--- src/rtl/cmc_pkg.sv ---
// ----------------------------------------------------------------------------
// cmc_pkg: shared types and constants for the color mask centroid block
// Pixel and result formats, register map, controller states and defaults.
// ----------------------------------------------------------------------------
package cmc_pkg;

	// frame geometry defaults
	localparam int MAX_COLS_DEF = 1024;
	localparam int MAX_ROWS_DEF = 1024;

	// fixed field widths
	localparam int CH_W    = 8;
	localparam int CNT_W   = 21;
	localparam int SUM_W   = 30;
	localparam int LW_W    = 11;
	localparam int CEN_W   = 10;
	localparam int IDX_W   = 3;
	localparam int CFG_W   = 21;
	localparam int STEP_W  = $clog2(SUM_W);

	localparam logic [CNT_W-1:0] COUNT_MAX = {CNT_W{1'b1}};
	localparam logic [SUM_W-1:0] SUM_MAX   = {SUM_W{1'b1}};

	// register map
	localparam logic [IDX_W-1:0] REG_HUE_MIN    = 3'd0;
	localparam logic [IDX_W-1:0] REG_HUE_MAX    = 3'd1;
	localparam logic [IDX_W-1:0] REG_SAT_MIN    = 3'd2;
	localparam logic [IDX_W-1:0] REG_SAT_MAX    = 3'd3;
	localparam logic [IDX_W-1:0] REG_VAL_MIN    = 3'd4;
	localparam logic [IDX_W-1:0] REG_VAL_MAX    = 3'd5;
	localparam logic [IDX_W-1:0] REG_MIN_COUNT  = 3'd6;
	localparam logic [IDX_W-1:0] REG_LINE_WIDTH = 3'd7;

	// register reset values
	localparam logic [CH_W-1:0]  HUE_MIN_RST    = 8'd0;
	localparam logic [CH_W-1:0]  HUE_MAX_RST    = 8'd255;
	localparam logic [CH_W-1:0]  SAT_MIN_RST    = 8'd0;
	localparam logic [CH_W-1:0]  SAT_MAX_RST    = 8'd255;
	localparam logic [CH_W-1:0]  VAL_MIN_RST    = 8'd225;
	localparam logic [CH_W-1:0]  VAL_MAX_RST    = 8'd255;
	localparam logic [CNT_W-1:0] MIN_COUNT_RST  = 21'd15;
	localparam logic [LW_W-1:0]  LINE_WIDTH_RST = 11'd640;

	typedef struct packed {
		logic [CH_W-1:0] hue;
		logic [CH_W-1:0] saturation;
		logic [CH_W-1:0] brightness;
		logic            frame_end;
	} pixel_t;

	typedef struct packed {
		logic [CEN_W-1:0] centroid_col;
		logic [CEN_W-1:0] centroid_row;
		logic             found;
		logic [CNT_W-1:0] pixel_total;
	} result_t;

	// controller to datapath commands
	typedef struct packed {
		logic acc_en;      // pixel request taken, accumulate it
		logic frame_done;  // frame-end pixel: load dividers, clear accumulators
		logic div_step;    // one quotient bit
		logic res_load;    // capture result into output register
	} cmd_t;

	typedef enum logic [1:0] {
		ST_ACCUM,
		ST_DIVIDE,
		ST_WRITE
	} state_t;

endpackage

--- src/rtl/cmc_div.sv ---
// ----------------------------------------------------------------------------
// cmc_div: restoring divider, one quotient bit per step
// Dividend shifts out at the top while quotient bits shift in at the bottom.
// ----------------------------------------------------------------------------
module cmc_div (
	input  logic                      clk,
	input  logic                      load,
	input  logic                      step,
	input  logic [cmc_pkg::SUM_W-1:0] dividend,
	input  logic [cmc_pkg::CNT_W-1:0] divisor,
	output logic [cmc_pkg::SUM_W-1:0] quotient
);

	logic [cmc_pkg::CNT_W-1:0] rem_q;
	logic [cmc_pkg::SUM_W-1:0] dq_q;
	logic [cmc_pkg::CNT_W:0]   trial;
	logic [cmc_pkg::CNT_W+1:0] diff;
	logic                      ge;

	// trial subtract of the divisor from the shifted remainder
	always_comb begin
		trial = {rem_q, dq_q[cmc_pkg::SUM_W-1]};
		diff  = {1'b0, trial} - {2'b00, divisor};
		ge    = ~diff[cmc_pkg::CNT_W+1];
	end

	always_ff @(posedge clk) begin
		if (load) begin
			rem_q <= '0;
			dq_q  <= dividend;
		end else if (step) begin
			rem_q <= ge ? diff[cmc_pkg::CNT_W-1:0] : trial[cmc_pkg::CNT_W-1:0];
			dq_q  <= {dq_q[cmc_pkg::SUM_W-2:0], ge};
		end
	end

	assign quotient = dq_q;

endmodule

--- src/rtl/cmc_dp.sv ---
// ----------------------------------------------------------------------------
// cmc_dp: color mask centroid datapath
// Config registers, threshold test, position counters, accumulators,
// two dividers and the result register.
// ----------------------------------------------------------------------------
module cmc_dp #(
	parameter int MAX_COLS = cmc_pkg::MAX_COLS_DEF,
	parameter int MAX_ROWS = cmc_pkg::MAX_ROWS_DEF
) (
	input  logic                      clk,
	input  logic                      arst_n,
	input  logic                      cfg_we,
	input  logic [cmc_pkg::IDX_W-1:0] cfg_index,
	input  logic [cmc_pkg::CFG_W-1:0] cfg_data,
	input  cmc_pkg::pixel_t           pixel,
	input  cmc_pkg::cmd_t             cmd,
	output cmc_pkg::result_t          result
);

	localparam int CW = $clog2(MAX_COLS);
	localparam int RW = $clog2(MAX_ROWS);
	// compare width wide enough for column+1, MAX_COLS and line_width
	localparam int NW = (CW + 1 > cmc_pkg::LW_W) ? CW + 1 : cmc_pkg::LW_W;
	localparam logic [NW-1:0] COLS_LIM = NW'(MAX_COLS);
	localparam logic [RW-1:0] ROW_LAST = RW'(MAX_ROWS - 1);

	logic [cmc_pkg::CH_W-1:0]  hue_min_q, hue_max_q, sat_min_q, sat_max_q;
	logic [cmc_pkg::CH_W-1:0]  val_min_q, val_max_q;
	logic [cmc_pkg::CNT_W-1:0] min_count_q;
	logic [cmc_pkg::LW_W-1:0]  line_width_q;

	logic [CW-1:0]             col_q;
	logic [RW-1:0]             row_q;
	logic [cmc_pkg::CNT_W-1:0] count_q;
	logic [cmc_pkg::SUM_W-1:0] col_sum_q, row_sum_q;

	logic                      sel;
	logic [cmc_pkg::CNT_W-1:0] count_nxt;
	logic [cmc_pkg::SUM_W:0]   col_add, row_add;
	logic [cmc_pkg::SUM_W-1:0] col_sum_nxt, row_sum_nxt;
	logic [NW-1:0]             col_inc;
	logic                      wrap;

	logic [cmc_pkg::CNT_W-1:0] total_q;
	logic                      found_q;
	logic [cmc_pkg::SUM_W-1:0] col_quo, row_quo;
	cmc_pkg::result_t          res_q;

	// configuration registers
	always_ff @(posedge clk or negedge arst_n) begin
		if (!arst_n) begin
			hue_min_q    <= cmc_pkg::HUE_MIN_RST;
			hue_max_q    <= cmc_pkg::HUE_MAX_RST;
			sat_min_q    <= cmc_pkg::SAT_MIN_RST;
			sat_max_q    <= cmc_pkg::SAT_MAX_RST;
			val_min_q    <= cmc_pkg::VAL_MIN_RST;
			val_max_q    <= cmc_pkg::VAL_MAX_RST;
			min_count_q  <= cmc_pkg::MIN_COUNT_RST;
			line_width_q <= cmc_pkg::LINE_WIDTH_RST;
		end else if (cfg_we) begin
			unique case (cfg_index)
				cmc_pkg::REG_HUE_MIN:    hue_min_q    <= cfg_data[cmc_pkg::CH_W-1:0];
				cmc_pkg::REG_HUE_MAX:    hue_max_q    <= cfg_data[cmc_pkg::CH_W-1:0];
				cmc_pkg::REG_SAT_MIN:    sat_min_q    <= cfg_data[cmc_pkg::CH_W-1:0];
				cmc_pkg::REG_SAT_MAX:    sat_max_q    <= cfg_data[cmc_pkg::CH_W-1:0];
				cmc_pkg::REG_VAL_MIN:    val_min_q    <= cfg_data[cmc_pkg::CH_W-1:0];
				cmc_pkg::REG_VAL_MAX:    val_max_q    <= cfg_data[cmc_pkg::CH_W-1:0];
				cmc_pkg::REG_MIN_COUNT:  min_count_q  <= cfg_data[cmc_pkg::CNT_W-1:0];
				cmc_pkg::REG_LINE_WIDTH: line_width_q <= cfg_data[cmc_pkg::LW_W-1:0];
				default: ;
			endcase
		end
	end

	// threshold test and saturating accumulate
	always_comb begin
		sel = (pixel.hue >= hue_min_q) && (pixel.hue <= hue_max_q) &&
		      (pixel.saturation >= sat_min_q) && (pixel.saturation <= sat_max_q) &&
		      (pixel.brightness >= val_min_q) && (pixel.brightness <= val_max_q) &&
		      (count_q != cmc_pkg::COUNT_MAX);

		col_add = {1'b0, col_sum_q} + (cmc_pkg::SUM_W+1)'(col_q);
		row_add = {1'b0, row_sum_q} + (cmc_pkg::SUM_W+1)'(row_q);

		if (sel) begin
			count_nxt   = count_q + 1'b1;
			col_sum_nxt = col_add[cmc_pkg::SUM_W] ? cmc_pkg::SUM_MAX
			                                      : col_add[cmc_pkg::SUM_W-1:0];
			row_sum_nxt = row_add[cmc_pkg::SUM_W] ? cmc_pkg::SUM_MAX
			                                      : row_add[cmc_pkg::SUM_W-1:0];
		end else begin
			count_nxt   = count_q;
			col_sum_nxt = col_sum_q;
			row_sum_nxt = row_sum_q;
		end

		// column wraps at line width or at the column limit
		col_inc = NW'(col_q) + 1'b1;
		wrap    = (col_inc >= NW'(line_width_q)) || (col_inc >= COLS_LIM);
	end

	// position counters and accumulators, cleared at frame end
	always_ff @(posedge clk or negedge arst_n) begin
		if (!arst_n) begin
			col_q     <= '0;
			row_q     <= '0;
			count_q   <= '0;
			col_sum_q <= '0;
			row_sum_q <= '0;
		end else if (cmd.frame_done) begin
			col_q     <= '0;
			row_q     <= '0;
			count_q   <= '0;
			col_sum_q <= '0;
			row_sum_q <= '0;
		end else if (cmd.acc_en) begin
			count_q   <= count_nxt;
			col_sum_q <= col_sum_nxt;
			row_sum_q <= row_sum_nxt;
			if (wrap) begin
				col_q <= '0;
				if (row_q != ROW_LAST)
					row_q <= row_q + 1'b1;
			end else begin
				col_q <= col_inc[CW-1:0];
			end
		end
	end

	// frame totals held for the divide
	always_ff @(posedge clk) begin
		if (cmd.frame_done) begin
			total_q <= count_nxt;
			found_q <= count_nxt > min_count_q;
		end
	end

	cmc_div u_div_col (
		.clk      (clk),
		.load     (cmd.frame_done),
		.step     (cmd.div_step),
		.dividend (col_sum_nxt),
		.divisor  (total_q),
		.quotient (col_quo)
	);

	cmc_div u_div_row (
		.clk      (clk),
		.load     (cmd.frame_done),
		.step     (cmd.div_step),
		.dividend (row_sum_nxt),
		.divisor  (total_q),
		.quotient (row_quo)
	);

	// result register
	always_ff @(posedge clk) begin
		if (cmd.res_load) begin
			res_q.centroid_col <= found_q ? col_quo[cmc_pkg::CEN_W-1:0] : '0;
			res_q.centroid_row <= found_q ? row_quo[cmc_pkg::CEN_W-1:0] : '0;
			res_q.found        <= found_q;
			res_q.pixel_total  <= total_q;
		end
	end

	assign result = res_q;

endmodule

--- src/rtl/cmc_ctrl.sv ---
// ----------------------------------------------------------------------------
// cmc_ctrl: color mask centroid controller
// Sequences accumulate, divide and result write; owns both handshakes.
// ----------------------------------------------------------------------------
module cmc_ctrl (
	input  logic          clk,
	input  logic          arst_n,
	input  logic          pixel_valid,
	input  logic          frame_end,
	output logic          pixel_stall,
	output logic          result_valid,
	input  logic          result_stall,
	output cmc_pkg::cmd_t cmd
);

	cmc_pkg::state_t            state_q, state_nxt;
	logic [cmc_pkg::STEP_W-1:0] step_q;
	logic                       res_valid_q;
	logic                       out_free;

	// state register, divide step counter, output valid
	always_ff @(posedge clk or negedge arst_n) begin
		if (!arst_n) begin
			state_q     <= cmc_pkg::ST_ACCUM;
			step_q      <= '0;
			res_valid_q <= 1'b0;
		end else begin
			state_q <= state_nxt;
			if (cmd.frame_done)
				step_q <= cmc_pkg::STEP_W'(cmc_pkg::SUM_W - 1);
			else if (cmd.div_step)
				step_q <= step_q - 1'b1;
			if (cmd.res_load)
				res_valid_q <= 1'b1;
			else if (!result_stall)
				res_valid_q <= 1'b0;
		end
	end

	// next state and commands
	always_comb begin
		state_nxt    = state_q;
		cmd          = '0;
		pixel_stall  = 1'b1;
		out_free     = !res_valid_q || !result_stall;
		unique case (state_q)
			cmc_pkg::ST_ACCUM: begin
				pixel_stall    = 1'b0;
				cmd.acc_en     = pixel_valid;
				cmd.frame_done = pixel_valid && frame_end;
				if (cmd.frame_done)
					state_nxt = cmc_pkg::ST_DIVIDE;
			end
			cmc_pkg::ST_DIVIDE: begin
				cmd.div_step = 1'b1;
				if (step_q == '0)
					state_nxt = cmc_pkg::ST_WRITE;
			end
			cmc_pkg::ST_WRITE: begin
				cmd.res_load = out_free;
				if (out_free)
					state_nxt = cmc_pkg::ST_ACCUM;
			end
			default: state_nxt = cmc_pkg::ST_ACCUM;
		endcase
	end

	assign result_valid = res_valid_q;

endmodule

--- src/rtl/color_mask_centroid.sv ---
// ----------------------------------------------------------------------------
// color_mask_centroid: centroid of HSV-thresholded pixels per frame
// Counts pixels inside the hue/saturation/value window, sums their
// positions and divides at frame end.
// ----------------------------------------------------------------------------
//
//  channel  | handshake                  | payload
//  ---------+----------------------------+------------------------------
//  pixel    | pixel_valid / pixel_stall  | cmc_pkg::pixel_t  (in)
//  result   | result_valid / result_stall| cmc_pkg::result_t (out)
//  config   | cfg_we                     | cfg_index, cfg_data (in)
//
// One pixel per clock while accumulating. The frame-end pixel starts two
// bit-serial dividers (one quotient bit a cycle), followed by a write state;
// the pixel input stalls through both, so no pixel is taken before the write.
// The write state waits while the output register holds an untaken result.
// Reset loads register defaults and clears counters; there is no clearing pass.
//
module color_mask_centroid #(
	parameter int MAX_COLS = cmc_pkg::MAX_COLS_DEF,
	parameter int MAX_ROWS = cmc_pkg::MAX_ROWS_DEF
) (
	input  logic                      clk,
	input  logic                      arst_n,
	input  logic                      cfg_we,
	input  logic [cmc_pkg::IDX_W-1:0] cfg_index,
	input  logic [cmc_pkg::CFG_W-1:0] cfg_data,
	input  logic                      pixel_valid,
	output logic                      pixel_stall,
	input  cmc_pkg::pixel_t           pixel,
	output logic                      result_valid,
	input  logic                      result_stall,
	output cmc_pkg::result_t          result
);

	cmc_pkg::cmd_t cmd;

	cmc_ctrl u_ctrl (
		.clk          (clk),
		.arst_n       (arst_n),
		.pixel_valid  (pixel_valid),
		.frame_end    (pixel.frame_end),
		.pixel_stall  (pixel_stall),
		.result_valid (result_valid),
		.result_stall (result_stall),
		.cmd          (cmd)
	);

	cmc_dp #(
		.MAX_COLS (MAX_COLS),
		.MAX_ROWS (MAX_ROWS)
	) u_dp (
		.clk       (clk),
		.arst_n    (arst_n),
		.cfg_we    (cfg_we),
		.cfg_index (cfg_index),
		.cfg_data  (cfg_data),
		.pixel     (pixel),
		.cmd       (cmd),
		.result    (result)
	);

	// a not-found result carries a zero centroid
	a_zero_when_lost: assert property (@(posedge clk) disable iff (!arst_n)
		result_valid && !result.found |->
			result.centroid_col == '0 && result.centroid_row == '0)
		else $error("centroid nonzero without found");

	// found needs at least one selected pixel
	a_found_count: assert property (@(posedge clk) disable iff (!arst_n)
		result_valid && result.found |-> result.pixel_total != '0)
		else $error("found with empty pixel total");

	// the frame-end pixel request holds off the next one during the divide
	a_divide_stall: assert property (@(posedge clk) disable iff (!arst_n)
		pixel_valid && !pixel_stall && pixel.frame_end |=> pixel_stall)
		else $error("pixel taken during divide");

endmodule

--- config.mk ---
export PLATFORM = sky130hd
export DESIGN_NAME = color_mask_centroid
export DESIGN_NICKNAME = d
export VERILOG_FILES = /design/src/rtl/cmc_pkg.sv /design/src/rtl/cmc_div.sv /design/src/rtl/cmc_dp.sv /design/src/rtl/cmc_ctrl.sv /design/src/rtl/color_mask_centroid.sv
export SDC_FILE = /design/constraint.sdc
export NUM_CORES = 1
export LEC_CHECK = 0
export ABC_AREA = 1
export BUFFER_PORTS_ARGS = -buffer_cell sky130_fd_sc_hd__buf_2
export CAP_MARGIN = 10
export CELL_PAD_IN_SITES_DETAIL_PLACEMENT = 0
export CELL_PAD_IN_SITES_GLOBAL_PLACEMENT = 1
export CORE_MARGIN = 10
export CORE_UTILIZATION = 42
export DETAILED_ROUTE_END_ITERATION = 7
export MAX_ROUTING_LAYER = met4
export PLACE_DENSITY_LB_ADDON = 0.1
export SLEW_MARGIN = 40
export SYNTH_ARGS = -nofsm -noshare
export SYNTH_HDL_FRONTEND = slang
export SYNTH_SLANG_ARGS = --single-unit
--- constraint.sdc ---
create_clock -name clk -period 3 [get_ports clk]
set_clock_uncertainty 0.15 [all_clocks]
set_input_delay 0.6 -clock clk [delete_from_list [all_inputs] [get_ports clk]]
set_output_delay 0.6 -clock clk [all_outputs]
set_load 0.01 [all_outputs]
==> qor.yml <==
synth_area_mm2: 0.0225
drc: 0
ys_types: 49
min_period_over_period_pct: 120
clock_latency_ns: 0.58
holdCritStartpoint: "cfg_data[3]"
cts_tree: "built"
critPathTopFamily: "compound AO/OA/AOI/OAI gates"
period_minus_slack_ns: 3.59
diodes: 0
cp_cell_sequence: "ha_1, inv_1, nand2_1, a21oi_1, o21a_1, o21ai_2, nand3_2, nor2_4, buf_12, nand2_1, and2_1, ha_1, a21oi_1, o21ai_0, a21oi_1, nand3_1, o41ai_2, inv_1"
wirelength_um: 66700
setup-violations-final: 19
worstPathArrival_ns: 3.76
path_clk_slew_ns: 0.06
critPathMaxStageDelay_ns: 0.44
grtUsageTotal_pct: 20.4
worstSetupPathType: "reg -> reg"
grt_pass1_vias: 19700
power_density_mw_per_mm2: 766
cp.required_ns: 3.17
worstPathMaxFanout: 8
synth_top_area_share_pct: 18.1
cts_buffer_depth: 3
synthFlopType: "dfrtp_1"
grt_max_degree: 86
root_buffer: "clkbuf_16"
place_worst_setup_slack_ns: -0.833
post-dp-hpwl_um: 45300
cpMaxStageDelayCell: "o21ai_2"
wire_per_inst_um: 16.6
drt_first_pass_iters: 7
area_growth_pct: 25.4
cap_viol_max_count: 0
die_h_um: 252
drt-initial-drc-count: 1102
drv_slew: 0
cp-start-kind: "flip-flop"
async_flop_share_pct: 53.2
core-area_mm2: 0.0529
h-tree-depth: 2
synthesis.nets: 3270
p_leak_uw: 0.0141
dr_total_vias: 20300
die_area_mm2: 0.0633
grt_first_pass_wirelength_um: 103000
worstSetupEndpointType: "flip-flop"
final_util_pct: 53.5
worst_slack_ns: -0.590
reg2reg_from: "u_dp.hue_min_q[0]"
layout.nets: 3504
setup_tns_ns: -1.06
place_congestion: 0.891
ys_top_cells_by_area: "nand2_1 18%, dfrtp_1 17%, edfxtp_1 17%, ha_1 8.2%, inv_1 6.5%"
nFillCells: 5127
violations: "setup timing"
start_util_pct: 42.6
ir_drop_v: 0.000429
hold_viol_final: 0
top_level_ports: 98
whs_ns: 0.108
cp.buffers_inverters: 3
syn_avg_cell_area_um2: 7.35
synth_cells: 3065
synth_edf_count: 124
grt-ovfl-total: 0
totalPowerFinal_uw: 21600
yosys_warnings: 0
relSlewSlack_pct: 48.5
seq_area_frac_synth_pct: 41.4
yosys.area.top_type: "nand2_1"
drtAntennaViolNets: 0
port-buffer-count: 97
hold_path_class: "in -> reg"
chipWidth_um: 252
via_per_inst: 5.06
cts_made_buffers: 43
clkSinkCount: 355
postSynthRegisterBits: 355
antenna_found_initial: 0
fp-row-count: 84
max_freq_mhz: 279
crit_start: "u_dp.hue_min_q[0]"
status: "finished with violations"
rsz0062_at_grt: "true"
cp_common_cell: "a21oi_1"
drive_above_1_share_pct: 19.7
worst_slew_pin_slew_ns: 0.773
==> placed cells by master, fill, tap and decap left out, types with 8 or more instances in the layout <==
master | synthesis | routed
nand2_1 | 1086 | 983
inv_1 | 389 | 383
nor2_1 | 214 | 204
nand3_1 | 246 | 160
dfrtp_1 | 155 | 154
buf_4 | 0 | 130
o21ai_0 | 140 | 129
ha_1 | 147 | 127
edfxtp_1 | 124 | 124
a21oi_1 | 117 | 108
buf_2 | 26 | 96
nand3_2 | 2 | 83
xor2_1 | 77 | 77
nand2_4 | 0 | 62
clkbuf_16 | 0 | 51
dfxtp_1 | 42 | 42
nand2_2 | 0 | 40
dfstp_2 | 34 | 34
nand4_1 | 30 | 30
nor3_1 | 32 | 30
ha_4 | 0 | 19
buf_12 | 0 | 18
xnor2_1 | 17 | 17
and2_1 | 22 | 15
buf_6 | 4 | 14
o21ai_2 | 1 | 13
clkbuf_1 | 50 | 13
inv_2 | 8 | 12
nor2_2 | 5 | 10
a21o_1 | 10 | 10
nand3b_1 | 8 | 8
==> state kept, by name, summed over array words and instances (netlist names), 10 cells and up <==
signal	flops
u_dp.col_q	10
u_dp.col_sum_q	30
u_dp.count_q	21
u_dp.line_width_q	11
u_dp.min_count_q	21
u_dp.result	42
u_dp.row_q	10
u_dp.row_sum_q	30
u_dp.total_q	21
u_dp.u_div_col.quotient	30
u_dp.u_div_col.rem_q	21
u_dp.u_div_row.quotient	30
u_dp.u_div_row.rem_q	21
==> kinds of logic after synthesis <==
group / count (synthesis) / synth area share [%]
simple gates: 1673 / 30.7
flops: 355 / 41.4
xor+xnor: 94 / 3.65
compound gates: 311 / 7.44
buf+inv: 481 / 8.29
fa+ha+maj: 151 / 8.52
==> metrics by stage <==
| stage | cells | area (um2) |
|---|---|---|
| finish | 4021 | 28300 |
| detailed placement | 3913 | 25000 |
| global placement | 3913 | 25000 |
| CTS | 3999 | 26500 |
| floorplan | 3065 | 22700 |
| global route | 4021 | 28300 |
==> tightest hold or removal path, stage by stage <==
cell     delay (ns)
buf_2          0.09
nand2_1        0.04
o21ai_0        0.06
==> cell usage after synthesis, types with 42 or more instances <==
cell type,count
o21ai_0,140
xor2_1,77
nand3_1,246
ha_1,147
nand2_1,1086
a21oi_1,117
clkbuf_1,50
edfxtp_1,124
dfxtp_1,42
dfrtp_1,155
inv_1,389
nor2_1,214
==> final cells by class <==
cell class              instances  area, um2  area share [%]
flip-flops and latches        355       9340            33.0
inverters                     397       1500            5.30
well taps                     688        861            3.05
repair inverters                1       7.51          0.0266
repair buffers                271       2270            8.05
clock inverters                15        178           0.629
multi-input cells            2230      12800            45.5
clock buffers                  64       1260            4.45
==> metal layers <==
metal / GRT usage (%) / up-vias / share of wire, %
met5: - / - / 0
met4: 4.99 / 0 / 2.6
met3: 3.19 / 105 / 4.2
met2: 33.7 / 296 / 47
met1: 26.0 / 9639 / 46
li1: - / 10300 / -
==> worst paths after layout <==
path                                         to  slack, ns  depth (start not counted)
min reg2reg                     u_dp.result[14]       0.29                          0
min in group asynchronous     u_dp.sat_min_q[0]       0.42                          2
max in group asynchronous         u_dp.row_q[8]       1.47                          3
max reg2reg                        u_dp.found_q      -0.59                         18
max                                u_dp.found_q      -0.59                         18
min                        u_dp.line_width_q[3]       0.11                          3
==> where the power goes <==
part / leakage [uW] / total, uW / internal, uW / switching, uW
combinational: 0.00945 / 8770 / 3350 / 5420
sequential: 0.00395 / 7480 / 6630 / 846
clock: 0.000702 / 5380 / 3240 / 2150
total: 0.0141 / 21600 / 13200 / 8410
==> repair_timing <==
item | 4_1_cts | 5_1_grt
endpoints found under the hold margin | 31 | 0
pin swaps | 12 | 56
gates cloned | 2 | 11
setup buffers | 4 | 11
resized for setup | 16 | 347
setup endpoints to repair | 121 | 142
hold buffers | 1 | 0
Note: power is estimated with default switching activity, not from simulation.
